## src/rtl/core/pfc_pkg.sv

```systemverilog
// pfc_pkg: shared types, codes and letter/cell helpers for the playfair digraph cipher
// depends on nothing; used by the channel interfaces, pfc_square, the top level and the checker
`default_nettype none

package pfc_pkg;

   typedef logic [2:0] op_type;
   typedef logic [4:0] letter_type;
   typedef logic [1:0] status_type;
   typedef logic [4:0] cell_type;
   typedef logic [2:0] pos_type;

   // request op codes
   localparam op_type OP_CLEAR   = 3'd0;
   localparam op_type OP_KEY     = 3'd1;
   localparam op_type OP_FINISH  = 3'd2;
   localparam op_type OP_ENCRYPT = 3'd3;
   localparam op_type OP_DECRYPT = 3'd4;

   // response status codes
   localparam status_type ST_OK          = 2'd0;
   localparam status_type ST_NOT_READY   = 2'd1;
   localparam status_type ST_KEY_IGNORED = 2'd2;

   localparam cell_type   CELLS    = 5'd25;
   localparam letter_type LETTERS  = 5'd26;
   localparam letter_type LETTER_Z = 5'd25;
   localparam letter_type LETTER_I = 5'd8;
   localparam letter_type LETTER_J = 5'd9;
   localparam pos_type    POS_LAST = 3'd4;

   // write port of the square: cell gets letter, letter gets cell
   typedef struct packed {
      logic       en;
      cell_type   addr;
      letter_type letter;
   } wr_type;

   // read addresses: letters for position lookup, cells for letter lookup
   typedef struct packed {
      letter_type letter_a;
      letter_type letter_b;
      cell_type   cell_a;
      cell_type   cell_b;
   } rd_type;

   // registered read data
   typedef struct packed {
      cell_type   cell_a;
      cell_type   cell_b;
      letter_type letter_a;
      letter_type letter_b;
   } rdata_type;

   // saturate to z, fold j onto i
   function automatic letter_type pair_letter(input letter_type raw);
      letter_type v;
      v = (raw > LETTER_Z) ? LETTER_Z : raw;
      if (v == LETTER_J) begin
         v = LETTER_I;
      end
      return v;
   endfunction

   function automatic pos_type cell_row(input cell_type idx);
      pos_type row;
      if (idx >= 5'd20) begin
         row = 3'd4;
      end else if (idx >= 5'd15) begin
         row = 3'd3;
      end else if (idx >= 5'd10) begin
         row = 3'd2;
      end else if (idx >= 5'd5) begin
         row = 3'd1;
      end else begin
         row = 3'd0;
      end
      return row;
   endfunction

   function automatic cell_type row_base(input pos_type row);
      return {row, 2'b00} + {2'b00, row};
   endfunction

   function automatic pos_type cell_col(input cell_type idx);
      cell_type diff;
      diff = idx - row_base(cell_row(idx));
      return diff[2:0];
   endfunction

   // one step around a row or column, forward or back
   function automatic pos_type step_pos(input pos_type pos, input logic fwd);
      pos_type res;
      if (fwd) begin
         res = (pos == POS_LAST) ? 3'd0 : pos + 3'd1;
      end else begin
         res = (pos == 3'd0) ? POS_LAST : pos - 3'd1;
      end
      return res;
   endfunction

   function automatic cell_type make_cell(input pos_type row, input pos_type col);
      return row_base(row) + {2'b00, col};
   endfunction

endpackage

`default_nettype wire

```

## src/rtl/core/pfc_req_if.sv

```systemverilog
// pfc_req_if: request channel of the cipher, valid/ready with op and two letters
// depends on pfc_pkg
`default_nettype none

interface pfc_req_if;
   logic                 valid;
   logic                 ready;
   pfc_pkg::op_type      op;
   pfc_pkg::letter_type  letter_a;
   pfc_pkg::letter_type  letter_b;

   modport source (output valid, output op, output letter_a, output letter_b, input ready);
   modport sink   (input valid, input op, input letter_a, input letter_b, output ready);
endinterface

`default_nettype wire

```

## src/rtl/core/pfc_rsp_if.sv

```systemverilog
// pfc_rsp_if: response channel of the cipher, valid/ready with two letters and status
// depends on pfc_pkg
`default_nettype none

interface pfc_rsp_if;
   logic                 valid;
   logic                 ready;
   pfc_pkg::letter_type  out_a;
   pfc_pkg::letter_type  out_b;
   pfc_pkg::status_type  status;

   modport source (output valid, output out_a, output out_b, output status, input ready);
   modport sink   (input valid, input out_a, input out_b, input status, output ready);
endinterface

`default_nettype wire

```

## src/rtl/core/playfair_digraph_cipher_top.sv

```systemverilog
// playfair_digraph_cipher_top: key schedule and digraph cipher over a 5x5 square
// depends on pfc_pkg, pfc_req_if, pfc_rsp_if and pfc_square
//
//   channel  dir  handshake      payload
//   req_bus  in   valid/ready    op, letter_a, letter_b
//   rsp_bus  out  valid/ready    out_a, out_b, status
//
// one request at a time under a small sequencer; req_bus.ready is high in idle only
// clear and key letter pass through exec and result; encrypt/decrypt add two registered memory
// reads (letter to cell, then cell to letter), finish walks the alphabet (one letter per cycle)
// the response register lets a new request in while a response waits; the
// sequencer only stalls in its result step until that register is free
// reset is synchronous: square empty and not ready, no response pending
`default_nettype none

module playfair_digraph_cipher_top (
   input wire logic  clock,
   input wire logic  reset,
   pfc_req_if.sink   req_bus,
   pfc_rsp_if.source rsp_bus
);

   localparam logic [2:0] S_IDLE   = 3'd0;
   localparam logic [2:0] S_EXEC   = 3'd1;
   localparam logic [2:0] S_WALK   = 3'd2;
   localparam logic [2:0] S_LOOK   = 3'd3;
   localparam logic [2:0] S_READ   = 3'd4;
   localparam logic [2:0] S_RESULT = 3'd5;

   // control state
   logic [2:0]          state_ff, state_in;
   logic [25:0]         used_ff, used_in;
   pfc_pkg::cell_type   fill_ff, fill_in;
   logic                ready_ff, ready_in;
   logic                rsp_valid_ff, rsp_valid_in;

   // payload
   pfc_pkg::op_type     op_ff, op_in;
   pfc_pkg::letter_type a_ff, a_in;
   pfc_pkg::letter_type b_ff, b_in;
   pfc_pkg::letter_type walk_ff, walk_in;
   pfc_pkg::letter_type res_a_ff, res_a_in;
   pfc_pkg::letter_type res_b_ff, res_b_in;
   pfc_pkg::status_type res_st_ff, res_st_in;
   pfc_pkg::letter_type out_a_ff, out_a_in;
   pfc_pkg::letter_type out_b_ff, out_b_in;
   pfc_pkg::status_type out_st_ff, out_st_in;

   pfc_pkg::wr_type     wr;
   pfc_pkg::rd_type     rd;
   pfc_pkg::rdata_type  rdata;

   // padded so any 5 bit letter indexes it
   logic [31:0]         used_pad;
   logic [31:0]         key_set;
   logic [31:0]         walk_set;

   // position unit
   pfc_pkg::pos_type    row_a, col_a, row_b, col_b;
   pfc_pkg::cell_type   new_a, new_b;
   logic                fwd;

   pfc_square u_square (
      .clock (clock),
      .wr    (wr),
      .rd    (rd),
      .rdata (rdata)
   );

   assign used_pad = {6'b0, used_ff};
   assign key_set  = 32'b1 << a_ff;
   assign walk_set = 32'b1 << walk_ff;

   assign row_a = pfc_pkg::cell_row(rdata.cell_a);
   assign col_a = pfc_pkg::cell_col(rdata.cell_a);
   assign row_b = pfc_pkg::cell_row(rdata.cell_b);
   assign col_b = pfc_pkg::cell_col(rdata.cell_b);
   assign fwd   = (op_ff == pfc_pkg::OP_ENCRYPT);

   // playfair rules: same row, same column, else swap columns
   // a doubled letter lands in the same row case
   always_comb begin
      if (row_a == row_b) begin
         new_a = pfc_pkg::make_cell(row_a, pfc_pkg::step_pos(col_a, fwd));
         new_b = pfc_pkg::make_cell(row_b, pfc_pkg::step_pos(col_b, fwd));
      end else if (col_a == col_b) begin
         new_a = pfc_pkg::make_cell(pfc_pkg::step_pos(row_a, fwd), col_a);
         new_b = pfc_pkg::make_cell(pfc_pkg::step_pos(row_b, fwd), col_b);
      end else begin
         new_a = pfc_pkg::make_cell(row_a, col_b);
         new_b = pfc_pkg::make_cell(row_b, col_a);
      end
   end

   // read addresses are driven every cycle; the sequencer picks the data up when due
   assign rd.letter_a = pfc_pkg::pair_letter(a_ff);
   assign rd.letter_b = pfc_pkg::pair_letter(b_ff);
   assign rd.cell_a   = new_a;
   assign rd.cell_b   = new_b;

   assign req_bus.ready  = (state_ff == S_IDLE);
   assign rsp_bus.valid  = rsp_valid_ff;
   assign rsp_bus.out_a  = out_a_ff;
   assign rsp_bus.out_b  = out_b_ff;
   assign rsp_bus.status = out_st_ff;

   always_comb begin
      state_in     = state_ff;
      used_in      = used_ff;
      fill_in      = fill_ff;
      ready_in     = ready_ff;
      rsp_valid_in = rsp_valid_ff;
      op_in        = op_ff;
      a_in         = a_ff;
      b_in         = b_ff;
      walk_in      = walk_ff;
      res_a_in     = res_a_ff;
      res_b_in     = res_b_ff;
      res_st_in    = res_st_ff;
      out_a_in     = out_a_ff;
      out_b_in     = out_b_ff;
      out_st_in    = out_st_ff;
      wr.en        = 1'b0;
      wr.addr      = fill_ff;
      wr.letter    = a_ff;

      // response taken
      if (rsp_valid_ff && rsp_bus.ready) begin
         rsp_valid_in = 1'b0;
      end

      unique case (state_ff)
         S_IDLE: begin
            if (req_bus.valid) begin
               op_in    = req_bus.op;
               a_in     = req_bus.letter_a;
               b_in     = req_bus.letter_b;
               state_in = S_EXEC;
            end
         end

         S_EXEC: begin
            res_a_in  = '0;
            res_b_in  = '0;
            res_st_in = pfc_pkg::ST_OK;
            state_in  = S_RESULT;
            unique case (op_ff) inside
               pfc_pkg::OP_CLEAR: begin
                  used_in  = '0;
                  fill_in  = '0;
                  ready_in = 1'b0;
               end
               pfc_pkg::OP_KEY: begin
                  if (ready_ff || fill_ff >= pfc_pkg::CELLS) begin
                     res_st_in = pfc_pkg::ST_KEY_IGNORED;
                  end else if (a_ff < pfc_pkg::LETTERS && a_ff != pfc_pkg::LETTER_J &&
                               !used_pad[a_ff]) begin
                     wr.en   = 1'b1;
                     used_in = used_ff | key_set[25:0];
                     fill_in = fill_ff + 5'd1;
                  end
               end
               pfc_pkg::OP_FINISH: begin
                  if (!ready_ff) begin
                     walk_in  = '0;
                     state_in = S_WALK;
                  end
               end
               pfc_pkg::OP_ENCRYPT, pfc_pkg::OP_DECRYPT: begin
                  if (!ready_ff) begin
                     res_st_in = pfc_pkg::ST_NOT_READY;
                  end else begin
                     // cell lookups of both letters issued this cycle
                     state_in = S_LOOK;
                  end
               end
               default: begin
               end
            endcase
         end

         // fill free cells with unused letters in alphabet order
         S_WALK: begin
            wr.letter = walk_ff;
            if (walk_ff != pfc_pkg::LETTER_J && !used_pad[walk_ff] &&
                fill_ff < pfc_pkg::CELLS) begin
               wr.en   = 1'b1;
               used_in = used_ff | walk_set[25:0];
               fill_in = fill_ff + 5'd1;
            end
            walk_in = walk_ff + 5'd1;
            if (walk_ff == pfc_pkg::LETTER_Z) begin
               ready_in = 1'b1;
               state_in = S_RESULT;
            end
         end

         // cells are in, new cells go out as square reads
         S_LOOK: begin
            state_in = S_READ;
         end

         S_READ: begin
            res_a_in = rdata.letter_a;
            res_b_in = rdata.letter_b;
            state_in = S_RESULT;
         end

         S_RESULT: begin
            if (!rsp_valid_ff || rsp_bus.ready) begin
               rsp_valid_in = 1'b1;
               out_a_in     = res_a_ff;
               out_b_in     = res_b_ff;
               out_st_in    = res_st_ff;
               state_in     = S_IDLE;
            end
         end

         default: begin
            state_in = S_IDLE;
         end
      endcase
   end

   always_ff @(posedge clock) begin
      if (reset) begin
         state_ff     <= S_IDLE;
         used_ff      <= '0;
         fill_ff      <= '0;
         ready_ff     <= 1'b0;
         rsp_valid_ff <= 1'b0;
      end else begin
         state_ff     <= state_in;
         used_ff      <= used_in;
         fill_ff      <= fill_in;
         ready_ff     <= ready_in;
         rsp_valid_ff <= rsp_valid_in;
      end
   end

   always_ff @(posedge clock) begin
      op_ff     <= op_in;
      a_ff      <= a_in;
      b_ff      <= b_in;
      walk_ff   <= walk_in;
      res_a_ff  <= res_a_in;
      res_b_ff  <= res_b_in;
      res_st_ff <= res_st_in;
      out_a_ff  <= out_a_in;
      out_b_ff  <= out_b_in;
      out_st_ff <= out_st_in;
   end

endmodule

`default_nettype wire

```

## src/rtl/core/pfc_square.sv

```systemverilog
// pfc_square: the 5x5 square as two memories, cell to letter and letter to cell
// depends on pfc_pkg; one write and two registered reads per memory per cycle
`default_nettype none

module pfc_square (
   input  wire logic                clock,
   input  wire pfc_pkg::wr_type     wr,
   input  wire pfc_pkg::rd_type     rd,
   output      pfc_pkg::rdata_type  rdata
);

   pfc_pkg::letter_type square_mem [25];
   pfc_pkg::cell_type   cell_mem   [26];

   always_ff @(posedge clock) begin
      if (wr.en) begin
         square_mem[wr.addr] <= wr.letter;
         cell_mem[wr.letter] <= wr.addr;
      end
   end

   // registered reads
   always_ff @(posedge clock) begin
      rdata.cell_a   <= cell_mem[rd.letter_a];
      rdata.cell_b   <= cell_mem[rd.letter_b];
      rdata.letter_a <= square_mem[rd.cell_a];
      rdata.letter_b <= square_mem[rd.cell_b];
   end

endmodule

`default_nettype wire

```

## src/flat_wrapper.sv

```systemverilog
// flat-port wrapper written by rule: the top's interface ports become plain ports
module playfair_digraph_cipher_top_flat 
  (clock, reset, req_bus_valid, req_bus_op, req_bus_letter_a, req_bus_letter_b, req_bus_ready, rsp_bus_valid, rsp_bus_out_a, rsp_bus_out_b, rsp_bus_status, rsp_bus_ready);
  pfc_req_if req_bus_i ();
  pfc_rsp_if rsp_bus_i ();
  input wire logic clock;
  input wire logic reset;
  input wire logic [$bits(req_bus_i.valid)-1:0] req_bus_valid;
  input wire logic [$bits(req_bus_i.op)-1:0] req_bus_op;
  input wire logic [$bits(req_bus_i.letter_a)-1:0] req_bus_letter_a;
  input wire logic [$bits(req_bus_i.letter_b)-1:0] req_bus_letter_b;
  output wire logic [$bits(req_bus_i.ready)-1:0] req_bus_ready;
  output wire logic [$bits(rsp_bus_i.valid)-1:0] rsp_bus_valid;
  output wire logic [$bits(rsp_bus_i.out_a)-1:0] rsp_bus_out_a;
  output wire logic [$bits(rsp_bus_i.out_b)-1:0] rsp_bus_out_b;
  output wire logic [$bits(rsp_bus_i.status)-1:0] rsp_bus_status;
  input wire logic [$bits(rsp_bus_i.ready)-1:0] rsp_bus_ready;
  assign req_bus_i.valid = req_bus_valid;
  assign req_bus_i.op = req_bus_op;
  assign req_bus_i.letter_a = req_bus_letter_a;
  assign req_bus_i.letter_b = req_bus_letter_b;
  assign req_bus_ready = req_bus_i.ready;
  assign rsp_bus_valid = rsp_bus_i.valid;
  assign rsp_bus_out_a = rsp_bus_i.out_a;
  assign rsp_bus_out_b = rsp_bus_i.out_b;
  assign rsp_bus_status = rsp_bus_i.status;
  assign rsp_bus_i.ready = rsp_bus_ready;
  playfair_digraph_cipher_top u_core (.clock(clock), .reset(reset), .req_bus(req_bus_i), .rsp_bus(rsp_bus_i));
endmodule
```

## config.mk

```make
export PLATFORM = sky130hd
export DESIGN_NAME = playfair_digraph_cipher_top_flat
export DESIGN_NICKNAME = d
export VERILOG_FILES = /design/src/rtl/core/pfc_pkg.sv /design/src/rtl/core/pfc_req_if.sv /design/src/rtl/core/pfc_rsp_if.sv /design/src/rtl/core/playfair_digraph_cipher_top.sv /design/src/rtl/core/pfc_square.sv /design/src/flat_wrapper.sv
export SDC_FILE = /design/constraint.sdc
export NUM_CORES = 1
export LEC_CHECK = 0
export BUFFER_PORTS_ARGS = -buffer_cell sky130_fd_sc_hd__buf_2
export CORE_ASPECT_RATIO = 1.2
export CORE_UTILIZATION = 57
export CTS_CLUSTER_DIAMETER = 50
export DETAILED_ROUTE_END_ITERATION = 10
export HOLD_SLACK_MARGIN = 0.15
export PLACE_DENSITY = 0.8
export SLEW_MARGIN = 10
export SYNTH_ARGS = -nofsm -noshare
export SYNTH_HDL_FRONTEND = slang
export SYNTH_SLANG_ARGS = --single-unit
```

## constraint.sdc

```tcl
create_clock -name clock -period 4.65 [get_ports clock]
set_clock_uncertainty 0.05 [all_clocks]
set_input_delay 0.93 -clock clock [delete_from_list [all_inputs] [get_ports clock]]
set_output_delay 0.93 -clock clock [all_outputs]
set_load 0.005 [all_outputs]
```

# Yosys cells after proc, flatten, opt, wreduce, memory -nomap -nowiden
# Memories as Yosys holds them, arrays and structs flattened. A register that Yosys moved wholly into a read port is not among the register bits.
# Index checks and enable logic that the tools add are counted.
# W data, S select, Z words.
word_totals:
  ff_bits: 78
  ramBits: 255
  input_bits: 17
  wordCells: 190
  mem_count: 2
classes:
  add_sub_neg: 22
  magnitude_cmp: 15
  n_eq_ne: 30
  shift: 2
  n_mux: 77
  n_bitwise: 2
  reduce_logical: 25
mem_list:
  columns: ["memory", "depth", "width", "rd", "rd_clocked_by_memory_dff", "wr", "line_no", "text"]
  rows:
  - ["u_core.u_square.cell_mem", 26, 5, 2, 2, 1, "pfc_square.sv:13", "pfc_pkg::cell_type cell_mem [26];"]
  - ["u_core.u_square.square_mem", 25, 5, 2, 2, 1, "pfc_square.sv:12", "pfc_pkg::letter_type square_mem [25];"]
op_table:
  columns: ["cell", "count"]
  rows:
  - ["$pmux W26 S2", 2]
  - ["$mux W26", 3]
  - ["$mux W3", 26]
  - ["$mux W5", 14]
  - ["$or A26 B26 Y26", 2]
  - ["$shl A1 B5 Y26 const A", 2]
  - ["$add A5 B3 Y5", 10]
  - ["$pmux W5 S2", 5]
  - ["$eq A3 B3 Y1 const B", 7]
  - ["$ge A5 B4 Y1 const B", 4]
  - ["$logic_not A3 Y1", 6]
  - ["$pmux W3 S6", 1]
  - ["$mux W1", 16]
  - ["$ge A5 B5 Y1 const B", 3]
  - ["$add A3 B1 Y3 const B", 4]
  - ["$eq A3 B2 Y1 const B", 4]
  - ["$lt A5 B6 Y1 const B", 2]
  - ["$sub A3 B1 Y3 const B", 4]
  - ["$add A5 B1 Y5 const B", 2]
  - ["$bmux W1 S5", 2]
  - ["$eq A5 B4 Y1 const B", 2]
  - ["$ge A5 B3 Y1 const B", 2]
  - ["$gt A5 B5 Y1 const B", 2]
  - ["$lt A5 B5 Y1 const B", 2]
  - ["other kinds (21)", 46]

# Logic depth before layout (Yosys ltp)
# Gate-level depths: netlist of run 1.
logic_depth:
  depth_word: 14
  mapped_depth: 27
  ltp_nobuf: 26

# Modules after synthesis
# Synthesis of run 1 repeated with hierarchy kept, for this count alone.
hier_totals:
  hier_cells: 1411
  hier_area_um2: 18542.8
modules_own_cells:
  columns: ["module", "instances", "cells_each", "area_per_inst_um2"]
  rows:
  - ["pfc_square", 1, 795, 12867.3]
  - ["playfair_digraph_cipher_top", 1, 616, 5675.4]

# Least setup slack after synthesis of run 1
# Ideal clock, no wire load.
synth_timing:
  path_type: "register to register"
  startpoint: "register, netlist name u_core.u_square.rdata[11]"
  endpoint: "register, netlist name u_core.u_square.rdata[2]"
  setup_time_ns: 0.064
  arrival_time_ns: 4.974
  t_required_ns: 4.536
  slack_ns: -0.438
  path_stages_with_launch: 19
  period_less_slack_ns: 5.088
  cell_sequence: "dfxtp_1 -> nor2_1 -> o2bb2ai_1 -> inv_1 -> fa_1 -> nor4_1 -> nor2_1 -> fa_1 -> inv_1 -> ha_1 -> a21o_1 -> a21oi_1 -> xor2_1 -> mux2_4 -> mux2_4 -> or3_4 -> nor4_2 -> a21oi_1 -> nand4_1"
synth_via:
  elab_chain_len: 14
synth_rtl:
  columns: ["item", "line_no", "text"]
  rows:
  - ["branches (longest 13 deep; another with $ge A5 B3 Y1)", null, null]
  - ["$mux W5 *", "playfair_digraph_cipher_top.sv:83", "if (row_a == row_b) begin"]
# Every way passes the cells marked *. The select of a mux whose other input is x is not followed.
# A chain may end at the register's enable or synchronous reset.

# Worst setup path after layout of run 1
layout_timing:
  startpoint: "register, netlist name u_core.u_square.rdata[18]"
  endpoint: "register, netlist name u_core.u_square.rdata[8]"
layout_via:
  elab_chain_len: 14
layout_rtl:
  columns: ["item", "line_no", "text"]
  rows:
  - ["$ge A5 B3 Y1", "pfc_pkg.sv:73", "end else if (idx >= 5'd5) begin"]
  - ["$mux W1", "pfc_pkg.sv:73", null]
  - ["$mux W2", "pfc_pkg.sv:71", "end else if (idx >= 5'd10) begin"]
  - ["$mux W3", "pfc_pkg.sv:69", "end else if (idx >= 5'd15) begin"]
  - ["$mux W3 *", "pfc_pkg.sv:67", "if (idx >= 5'd20) begin"]
  - ["branches (longest 8 deep; another with $add A5 B3 Y5)", null, null]
  - ["$mux W5 *", "playfair_digraph_cipher_top.sv:83", null]
# Marked as above.

==> impl_results.rst, run 1 <==
.. list-table::
   :header-rows: 1

   * - Metric
     - Value
   * - Total negative setup slack
     - -0.381 ns
   * - Worst path slowest cell
     - fa_1
   * - Share of the yosys chip area belonging to registers
     - between 50% and 60%
   * - Syn-to-layout area delta
     - 19.6%
   * - Number of iterations in the first detailed-routing pass
     - 6
   * - Residual overflow from global routing
     - 0
   * - Worst path depth
     - 22
   * - TritonCTS Buffers
     - 37
   * - Number of H-tree levels
     - 2
   * - Post-Syn Nets
     - roughly 1700
   * - Final Cycle Share
     - 102%
   * - Residual DRC
     - 0
   * - EDFF count, synth
     - 297
   * - Violation count after the first detailed-route iteration
     - between 1500 and 2000
   * - Cell chosen for the clock root
     - clkbuf_16
   * - Vias post-DR
     - around 15000
   * - Required time of the critical path
     - approximately 5 ns
   * - Core Box Area
     - ~32000 µm²
   * - Clock period minus final worst setup slack
     - ~4.7 ns
   * - First-pass GRT wire length
     - 81300 µm
   * - Endpoints failing setup
     - 10
   * - Cell depth of the worst hold path
     - 0
   * - Largest cells by area after synthesis
     - edfxtp_1, mux4_2, dfxtp_1
   * - Antenna Violating Nets Remaining
     - 0
   * - Fraction of final layout cells with drive strength greater than 1
     - approximately 28%
   * - Result of the run
     - complete, but fails checks
   * - Number of global-route vias before repair
     - between 10000 and 15000
   * - Final GP Congestion
     - 0.997
   * - Hold/Removal Path Class
     - reg2reg
   * - Per-instance average area after synthesis
     - between 10 and 15 µm²
   * - Synth Warn #
     - 0
   * - Transition at the pin with the smallest max-transition slack
     - approximately 1 ns
   * - Hold Vio Cnt, Final
     - 0
   * - DIE HEIGHT
     - approximately 200 µm
   * - Synth top area share
     - a little under half
   * - Worst setup path class
     - reg2reg
   * - Antenna diodes
     - 0
   * - Number of buffers on the longest clock path
     - 3
   * - Final net count
     - 1832
   * - Async SR Flop Fraction
     - 0%
   * - Buffering stage count on the worst path with inverters included
     - 6
   * - Largest net degree at the start of global routing
     - 37
   * - Die footprint
     - 33600 µm²
   * - Clock-pin slew on the worst setup and hold paths
     - roughly 0.060 ns
   * - Count of fill cells added during filler insertion
     - between 2000 and 2500
   * - Detailed-route wire length per cell
     - 24.6 µm
   * - Setup ws final
     - -0.0946 ns
   * - Tot GR Track Use
     - between 30% and 40%
   * - Synth cell types
     - 84
   * - Number of buffers added on ports
     - 30
   * - Most frequently used flop master after synthesis
     - edfxtp_1
   * - Setup WS pre-CTS
     - -0.476 ns
   * - Category of cells accounting for the largest share of critical-path delay
     - adder cells
   * - Commonest cells after routing, fill and taps aside
     - edfxtp_1, nand2_1, buf_4
   * - Worst relative slew slack
     - between 30% and 40%
   * - F_max
     - ~0.21 GHz
   * - Max-slew violations
     - 0
   * - RSZ-0062 raised after global routing
     - true
   * - Number of maximum-capacitance constraint violations
     - 0
   * - R2r worst-path depth
     - 22
   * - Top-level I/O count
     - 31
   * - Chain of cells forming the critical path
     - inv_2, maj3_2, a221o_1, nand2_2, inv_2, buf_4, buf_4, ha_1, mux2i_2, a21oi_2, ha_4, ha_2, inv_2, fa_1, and4_1, o21a_2, or2_4, buf_4, nor3_1, a211oi_4, o22ai_2, nor4_2
   * - Failing checks
     - setup timing
   * - Data arrival time of the critical path
     - 5.10 ns
   * - Max incr delay on CP
     - about 0.48 ns
   * - Largest area contributor in the synthesized netlist
     - edfxtp_1
   * - Source-to-sink clock delay at the later pin of the worst-skew pair
     - 0.54 ns
   * - Clock sink count
     - between 300 and 400
   * - Critical path fanouts, max
     - 5
   * - Area of the mapped netlist
     - 18700 µm²
   * - Die span in x
     - between 150 and 200 µm
   * - Detailed Place HPWL
     - about 36000 µm
   * - Most common cell after layout, fill and taps aside
     - edfxtp_1
   * - Clock tree from TritonCTS
     - built
   * - CP Capture Type
     - flop
   * - Number of cell rows
     - between 70 and 80
   * - Wire length after detailed routing
     - ~54000 µm
   * - Starting density of the core
     - 58.1%
   * - Kind of start point of the critical path
     - flop
   * - Cells after synthesis
     - 1603
   * - Number of antenna violations at the first check in global routing
     - 1
   * - Flip-flop and latch count after synthesis
     - between 300 and 400
   * - Post-detailed-route via-to-cell ratio
     - about 6.7
[layout make-up]
class,count,area [µm²],area share (%)
multi-input combinational,1111,8740,39.0
timing repair buffer,209,1680,7.50
sequential,353,10000,44.8
inverter,48,180,0.805
tap,407,509,2.27
clock inverter,23,230,1.03
clock buffer,44,1010,4.53
[sequential cells by signal, indices dropped and copies added, names as in the netlist]
register	count
u_core.u_square.cell_mem	130
u_core.u_square.square_mem	125
u_core.used_ff	26
u_core.u_square.rdata	20
u_core.a_ff	5
u_core.b_ff	5
u_core.fill_ff	5
u_core.res_a_ff	5
u_core.res_b_ff	5
u_core.rsp_bus.out_a	5
u_core.rsp_bus.out_b	5
u_core.walk_ff	5
u_core.op_ff	3
u_core.state_ff	3
u_core.res_st_ff	2
u_core.rsp_bus.status	2
u_core.ready_ff	1
u_core.rsp_bus.valid	1
[repair_timing]
action / 4_1_cts / 5_1_grt
endpoints found under the setup margin: 10 / 10
pin swaps: 32 / 59
gates cloned: 3 / 1
gates resized for setup: 66 / 83
hold buffers: 0 / 0
setup buffers: 23 / 21
hold endpoints to repair: 0 / 0
[cells in the mapped netlist (all sizes together) (4+ instances only)]
cell	n
edfxtp	297
nand2	196
nor2	150
a21oi	134
mux2i	83
mux4	65
dfxtp	56
buf	50
inv	47
ha	45
clkbuf	42
nand3	42
nor3	42
a211oi	40
o21ai	32
a31oi	27
and3	20
o22ai	18
a21o	17
nor2b	13
a22oi	12
nand4	12
xnor2	12
xor2	11
fa	10
nand2b	10
mux2	9
and2	8
a22o	7
or2	7
nor4	6
o21a	6
or3	6
a311oi	5
or4	5
a211o	4
a21boi	4
nand3b	4
o31ai	4
[layer usage]
layer / global-route usage, % / wire length [µm] / vias to the layer above
li1: - / - / 6370
met1: 37.6 / 18900 / 7046
met2: 54.0 / 26900 / 979
met3: 5.15 / 4790 / 238
met4: 20.2 / 3400 / 2
met5: 0 / 13 / -
[through the flow]
step / hold slack, ns / area, µm² / cells / util, %
3_3_place_gp: 0.351 / 20100 / 2082 / 62.4
5_1_grt: 0.374 / 22400 / 2195 / 69.4
6_report: 0.368 / 22400 / 2195 / 69.4
2_1_floorplan: 0.350 / 18800 / 1603 / -
4_1_cts: 0.369 / 21900 / 2174 / 67.8
3_5_place_dp: 0.355 / 20100 / 2082 / 62.4
[logic make-up after synthesis]
kind of cell             share of synthesized area [%]
multiplexers                                      12.9
AND/OR/NAND/NOR                                   13.2
XOR/XNOR                                          1.08
AO/OA/AOI/OAI                                     11.8
adder cells (fa/ha/maj)                           4.20
buffers and inverters                             3.29
flip-flops                                        53.6
[worst paths after layout]
kind | start | end | slack (ns)
max reg2reg | u_core.u_square.rdata[18] | u_core.u_square.rdata[8] | -0.09
min reg2reg | u_core.res_b_ff[1] | u_core.rsp_bus.out_b[1] | 0.37
max | u_core.u_square.rdata[18] | u_core.u_square.rdata[8] | -0.09
min | u_core.res_b_ff[1] | u_core.rsp_bus.out_b[1] | 0.37
Power of run 1 is not shown: default switching activity piles up to over one toggle a cycle in this logic, so the estimate is an artifact.
==> run 2, diff against run 1 <==
--- a/config.mk
+++ b/config.mk
@@ -12,7 +12,9 @@
 export DETAILED_ROUTE_END_ITERATION = 10
 export HOLD_SLACK_MARGIN = 0.15
 export PLACE_DENSITY = 0.8
+export SKIP_LAST_GASP = 1
 export SLEW_MARGIN = 10
 export SYNTH_ARGS = -nofsm -noshare
 export SYNTH_HDL_FRONTEND = slang
+export SYNTH_HIERARCHICAL = 1
 export SYNTH_SLANG_ARGS = --single-unit
==> impl_results.rst, run 2 <==
.. list-table::
   :header-rows: 1

   * - Metric
     - Value
   * - Post-Syn Nets
     - approximately 1500
   * - Final Cycle Share
     - 106%
   * - Flip-flop count of the largest register after layout
     - between 100 and 150
   * - Final GP Congestion
     - approximately 1
   * - Wire length after detailed routing
     - 50200 µm
   * - Kind of start point of the critical path
     - flop
   * - Vias post-DR
     - roughly 13000
   * - Largest area contributor in the synthesized netlist
     - edfxtp_1
   * - Number of maximum-capacitance constraint violations
     - 0
   * - Top-count cell post-synth
     - edfxtp_1
   * - DIE HEIGHT
     - approximately 200 µm
   * - EDFF count, synth
     - slightly below 300
   * - Async SR Flop Fraction
     - 0%
   * - Area occupied by registers
     - 10100 µm²
   * - Chain of cells forming the critical path
     - and3b_2, a21oi_2, nand2_2, nand2_2, inv_2, ha_4, inv_2, fa_2, xnor2_2, or3_4, and2_4, buf_6, fa_2, fa_1, mux2i_2, a21oi_4, buf_6, buf_12, mux4_2, a2111oi_4, a211oi_2
   * - Setup ws final
     - -0.288 ns
   * - Antenna diodes
     - 0
   * - Per-instance average area after synthesis
     - roughly 13 µm²
   * - Max incr delay on CP
     - roughly 0.54 ns
   * - Top-level I/O count
     - 31
   * - Count of fill cells added during filler insertion
     - 2063
   * - Worst relative slew slack
     - between 30% and 40%
   * - Buffering stage count on the worst path with inverters included
     - 5
   * - Largest net degree at the start of global routing
     - 39
   * - Share of the yosys chip area belonging to registers
     - 54.1%
   * - Top register by number of flip-flops
     - u_core/u_square/cell_mem
   * - Detailed-route wire length per cell
     - around 25 µm
   * - Antenna Violating Nets Remaining
     - 0
   * - Max-slew violations
     - 0
   * - Required time of the critical path
     - about 5 ns
   * - RSZ-0062 raised after global routing
     - true
   * - Endpoints failing setup
     - 10
   * - Final net count
     - 1631
   * - Synth Warn #
     - 6
   * - Data arrival time of the critical path
     - roughly 5.3 ns
   * - Starting density of the core
     - 57.7%
   * - Detail Route met3 WL
     - 3750 µm
   * - Most frequently used flop master after synthesis
     - edfxtp_1
   * - Clock sink count
     - 353
   * - Transition at the pin with the smallest max-transition slack
     - around 0.94 ns
   * - Tot GR Track Use
     - ~30%
   * - Number of buffers on the longest clock path
     - 3
   * - F_max
     - around 0.20 GHz
   * - TritonCTS Buffers
     - 39
   * - Post-detailed-route via-to-cell ratio
     - between 6 and 7
   * - Hold-fix buffers at CTS
     - 0
   * - Worst hold slack across all endpoints
     - between 0.3 and 0.4 ns
   * - Fraction of final layout cells with drive strength greater than 1
     - 27.9%
   * - Result of the run
     - complete, but fails checks
   * - Number of buffers added on ports
     - 30
   * - Residual overflow from global routing
     - 0
   * - Met2 Wirelength
     - between 20000 and 30000 µm
   * - Area of the mapped netlist
     - about 19000 µm²
   * - Synth cell types
     - 72
   * - Die footprint
     - roughly 33000 µm²
   * - Highest layer used for signal routing
     - met4
   * - Commonest cells after routing, fill and taps aside
     - edfxtp_1, nor2_1, buf_4
   * - Residual DRC
     - 0
   * - Core Box Area
     - roughly 32000 µm²
   * - Source-to-sink clock delay at the later pin of the worst-skew pair
     - about 0.55 ns
   * - Leading post-synthesis cells by instance count
     - edfxtp_1, nor2_1, mux2i_1
   * - Die span in x
     - between 150 and 200 µm
   * - Failing checks
     - setup timing
   * - Critical path fanouts, max
     - 8
   * - Top Registers
     - u_core/u_square/cell_mem (130), u_core/u_square/square_mem (125), u_core/used_ff (26)
   * - Clock tree from TritonCTS
     - built
   * - Hold Vio Cnt, Final
     - 0
   * - Flip-flop and latch count after synthesis
     - 353
   * - Detailed Place HPWL
     - 33000 µm
   * - Routed length on met1
     - around 18000 µm
   * - Cells after synthesis
     - 1411
   * - Synth top area share
     - approximately half
   * - Post-layout utilization of the core
     - between 60% and 70%
   * - Cell chosen for the clock root
     - clkbuf_16
   * - Syn-to-layout area delta
     - 19.1%
   * - Hold/Removal Path Class
     - reg2reg
   * - Number of global-route vias before repair
     - 13251
   * - Multi-input gate area in the final layout
     - 8450 µm²
   * - Most common cell after layout, fill and taps aside
     - edfxtp_1
   * - Number of cell rows
     - 72
   * - Category of cells accounting for the largest share of critical-path delay
     - adder cells
   * - Number of iterations in the first detailed-routing pass
     - 5
   * - Number of H-tree levels
     - 2
   * - First-pass GRT wire length
     - ~74000 µm
   * - Worst setup path class
     - reg2reg
   * - Worst path slowest cell
     - fa_1
   * - Violation count after the first detailed-route iteration
     - roughly 1300
   * - Clock period minus final worst setup slack
     - 4.94 ns
   * - Largest cells by area after synthesis
     - edfxtp_1, mux2i_1, dfxtp_1
   * - Clock-pin slew on the worst setup and hold paths
     - 0.06 ns
   * - CP Capture Type
     - flop
   * - Number of antenna violations at the first check in global routing
     - 0
## run 2: cell types whose count changed in the layout (fill, tap and decap cells not counted), sizes merged, moves of 26 or more
cell    change
o22ai      +27
mux2i      +46
nor3       -26
a21oi      -58
nand2     -142
a211oi     -29
## run 2: layout make-up
cell class / instances / area share [%]
multi-input cells: 937 / 38.3
clock inverters: 27 / 1.31
repair buffers: 191 / 7.31
inverters: 39 / 0.674
clock buffers: 44 / 4.60
well taps: 407 / 2.31
flip-flops and latches: 353 / 45.5
## run 2: kinds of logic after synthesis
logic type / Yosys count / share of synthesized area, %
buffers and inverters: 121 / 3.25
adder cells (fa/ha/maj): 53 / 3.98
AO/OA/AOI/OAI: 286 / 10.4
AND/OR/NAND/NOR: 364 / 9.82
XOR/XNOR: 16 / 0.756
multiplexers: 218 / 17.6
flip-flops: 353 / 54.1
## run 2: worst paths after layout
check,start,endpoint,slack [ns],cells after the start
worst min-delay path,u_core/res_b_ff[3],u_core/rsp_bus.out_b[3],0.37,0
worst max-delay path,u_core/u_square/rdata[16],u_core/u_square/rdata[9],-0.29,21
worst max register to register,u_core/u_square/rdata[16],u_core/u_square/rdata[9],-0.29,21
worst min register to register,u_core/res_b_ff[3],u_core/rsp_bus.out_b[3],0.37,0
## run 2: routing by layer
layer  global-route usage (%)  vias to the layer above
li1                         -                     5825
met3                     4.08                      207
met1                     34.3                     6601
met5                        0                        -
met2                     52.2                      844
met4                     18.6                        0
## run 2: through the flow
step	TNS (ns)	setup WS [ns]	area [µm²]	std cells
detailed placement	-3.30	-0.404	19900	1884
floorplan	-0.488	-0.172	18700	1411
finish	-2.38	-0.288	22100	1998
global route	-4.33	-0.520	22100	1998
global placement	-2.02	-0.251	19900	1884
CTS	-1.24	-0.256	21700	1979
## run 2: repair_timing
| action | 4_1_cts | 5_1_grt |
|---|---|---|
| pin swaps | 33 | 35 |
| gates resized for setup | 58 | 56 |
| cloned | 3 | 2 |
| setup endpoints to repair | 10 | 10 |
| setup buffers | 21 | 19 |
Power of run 2 is left out for the same reason.
==> run 3, diff against run 2 <==
--- a/config.mk
+++ b/config.mk
@@ -11,7 +11,7 @@
 export CTS_CLUSTER_DIAMETER = 50
 export DETAILED_ROUTE_END_ITERATION = 10
 export HOLD_SLACK_MARGIN = 0.15
-export PLACE_DENSITY = 0.8
+export PLACE_DENSITY = 0.83
 export SKIP_LAST_GASP = 1
 export SLEW_MARGIN = 10
 export SYNTH_ARGS = -nofsm -noshare
==> impl_results.rst, run 3 (synthesized netlist as in run 2, its figures left out) <==
.. list-table::
   :header-rows: 1

   * - Metric
     - Value
   * - Cell chosen for the clock root
     - clkbuf_16
   * - Detailed Place HPWL
     - ~33000 µm
   * - Number of buffers added on ports
     - 30
   * - Residual DRC
     - 0
   * - GR met2 Demand/Resource
     - 53.7%
   * - DIE HEIGHT
     - 200 µm
   * - Number of cell rows
     - 72
   * - Result of the run
     - complete, but fails checks
   * - Final instance area
     - 22300 µm²
   * - Clock period minus final worst setup slack
     - around 5.2 ns
   * - Clock sink count
     - ~350
   * - Area of placed instances
     - ~20000 µm²
   * - Number of global-route vias before repair
     - between 10000 and 15000
   * - Met1 Resource Use GR
     - about a third
   * - Number of maximum-capacitance constraint violations
     - 0
   * - Syn-to-layout area delta
     - 20.1%
   * - Setup ws final
     - -0.514 ns
   * - Count of fill cells added during filler insertion
     - just under 2000
   * - Residual overflow from global routing
     - 0
   * - Number of iterations in the first detailed-routing pass
     - 7
   * - Core Box Area
     - 32200 µm²
   * - Die footprint
     - 33300 µm²
   * - TritonCTS Buffers
     - 35
   * - Die span in x
     - between 150 and 200 µm
   * - Number of H-tree levels
     - 2
   * - Clock-pin slew on the worst setup and hold paths
     - around 0.070 ns
   * - Wire length after detailed routing
     - about 54000 µm
   * - Source-to-sink clock delay at the later pin of the worst-skew pair
     - 0.53 ns
   * - Fraction of final layout cells with drive strength greater than 1
     - about 30%
   * - Busiest grt layer
     - met2
   * - Vias post-DR
     - ~14000
   * - Clock tree from TritonCTS
     - built
   * - Final net count
     - 1643
   * - Data arrival time of the critical path
     - 5.50 ns
   * - Top register by number of flip-flops
     - u_core/u_square/cell_mem
   * - Worst path slowest cell
     - dfxtp_2
   * - Most common cell after layout, fill and taps aside
     - edfxtp_1
   * - Antenna diodes
     - 0
   * - Hold Vio Cnt, Final
     - 0
   * - Detailed-route wire length per cell
     - 26.9 µm
   * - RSZ-0062 raised after global routing
     - true
   * - Area occupied by registers
     - approximately 10000 µm²
   * - Worst relative slew slack
     - 19.2%
   * - Total negative setup slack
     - -4.07 ns
   * - Endpoints failing setup
     - 10
   * - Top-level I/O count
     - 31
   * - Starting density of the core
     - between 50% and 60%
   * - CP Capture Type
     - flop
   * - Multi-input gate area in the final layout
     - slightly below 9000 µm²
   * - Hold/Removal Path Class
     - reg2reg
   * - Flip-flop count of the largest register after layout
     - 130
   * - Most common cell type on the critical path
     - inv_2
   * - Number of antenna violations at the first check in global routing
     - 1
   * - F_max
     - around 0.19 GHz
   * - Violation count after the first detailed-route iteration
     - 1493
   * - Worst setup path class
     - reg2reg
   * - Buffering stage count on the worst path with inverters included
     - 7
   * - Post-layout utilization of the core
     - between 60% and 70%
   * - Top Registers
     - u_core/u_square/cell_mem (130), u_core/u_square/square_mem (125), u_core/used_ff (26)
   * - Number of buffers on the longest clock path
     - 3
   * - Failing checks
     - setup timing
   * - Kind of start point of the critical path
     - flop
   * - Largest net degree at the start of global routing
     - 36
   * - Post-detailed-route via-to-cell ratio
     - between 6 and 7
   * - Required time of the critical path
     - ~5.0 ns
   * - Final GP Congestion
     - around 1
   * - Final Cycle Share
     - 111%
   * - Max-slew violations
     - 0
   * - Hold-fix buffers at CTS
     - 0
   * - Commonest cells after routing, fill and taps aside
     - edfxtp_1, buf_4, nor2_1
   * - Critical path fanouts, max
     - 8
   * - Tot GR Track Use
     - slightly above 30%
   * - Category of cells accounting for the largest share of critical-path delay
     - compound AO/OA/AOI/OAI gates
   * - Met3 track demand over resource
     - 5.29%
   * - Max incr delay on CP
     - about 0.42 ns
   * - Transition at the pin with the smallest max-transition slack
     - between 1 and 1.5 ns
   * - Antenna Violating Nets Remaining
     - 0
   * - First-pass GRT wire length
     - about 77000 µm
-- run 3: cell types whose count changed in the layout (fill, tap and decap cells not counted), sizes merged --
| cell | delta |
|---|---|
| clkinv | -5 |
| bufinv | +1 |
| clkinvlp | -1 |
| inv | -4 |
| bufbuf | -1 |
| buf | +19 |
| clkbuf | -2 |
-- run 3: path summary, 6_finish.rpt --
path                              from                  endpoint  slack, ns  cells after the start
min                 u_core/res_b_ff[0]   u_core/rsp_bus.out_b[0]       0.37                      0
max          u_core/u_square/rdata[12]  u_core/u_square/rdata[3]      -0.51                     27
min reg2reg         u_core/res_b_ff[0]   u_core/rsp_bus.out_b[0]       0.37                      0
max reg2reg  u_core/u_square/rdata[12]  u_core/u_square/rdata[3]      -0.51                     27
-- run 3: layout make-up --
| cell class | instances | share of cell area (%) |
|---|---|---|
| flip-flops and latches | 353 | 45.1 |
| well taps | 407 | 2.29 |
| inverters | 39 | 0.668 |
| clock buffers | 44 | 4.32 |
| clock inverters | 18 | 1.00 |
| multi-input cells | 937 | 38.8 |
| repair buffers | 207 | 7.79 |
-- run 3: per-layer routing --
layer,vias to the layer above,part of all wire (%)
li1,5853,-
met1,6786,35
met2,978,50
met3,266,8.1
met4,0,6.7
met5,-,0
-- run 3: per-stage QoR --
step                hold slack (ns)  std cells  worst slack, ns
floorplan                     0.350       1411           -0.172
global placement              0.353       1885           -0.233
detailed placement            0.356       1885           -0.381
CTS                           0.370       1994           -0.189
global route                  0.371       2005           -0.670
finish                        0.368       2005           -0.514
-- run 3: repair_timing --
item                                    in CTS  in global routing
endpoints found under the setup margin      10                 10
gates cloned                                 5                  1
pin swaps                                   34                 35
gates resized for setup                     87                 68
setup buffers                               42                 14
Power of run 3 is left out for the same reason.
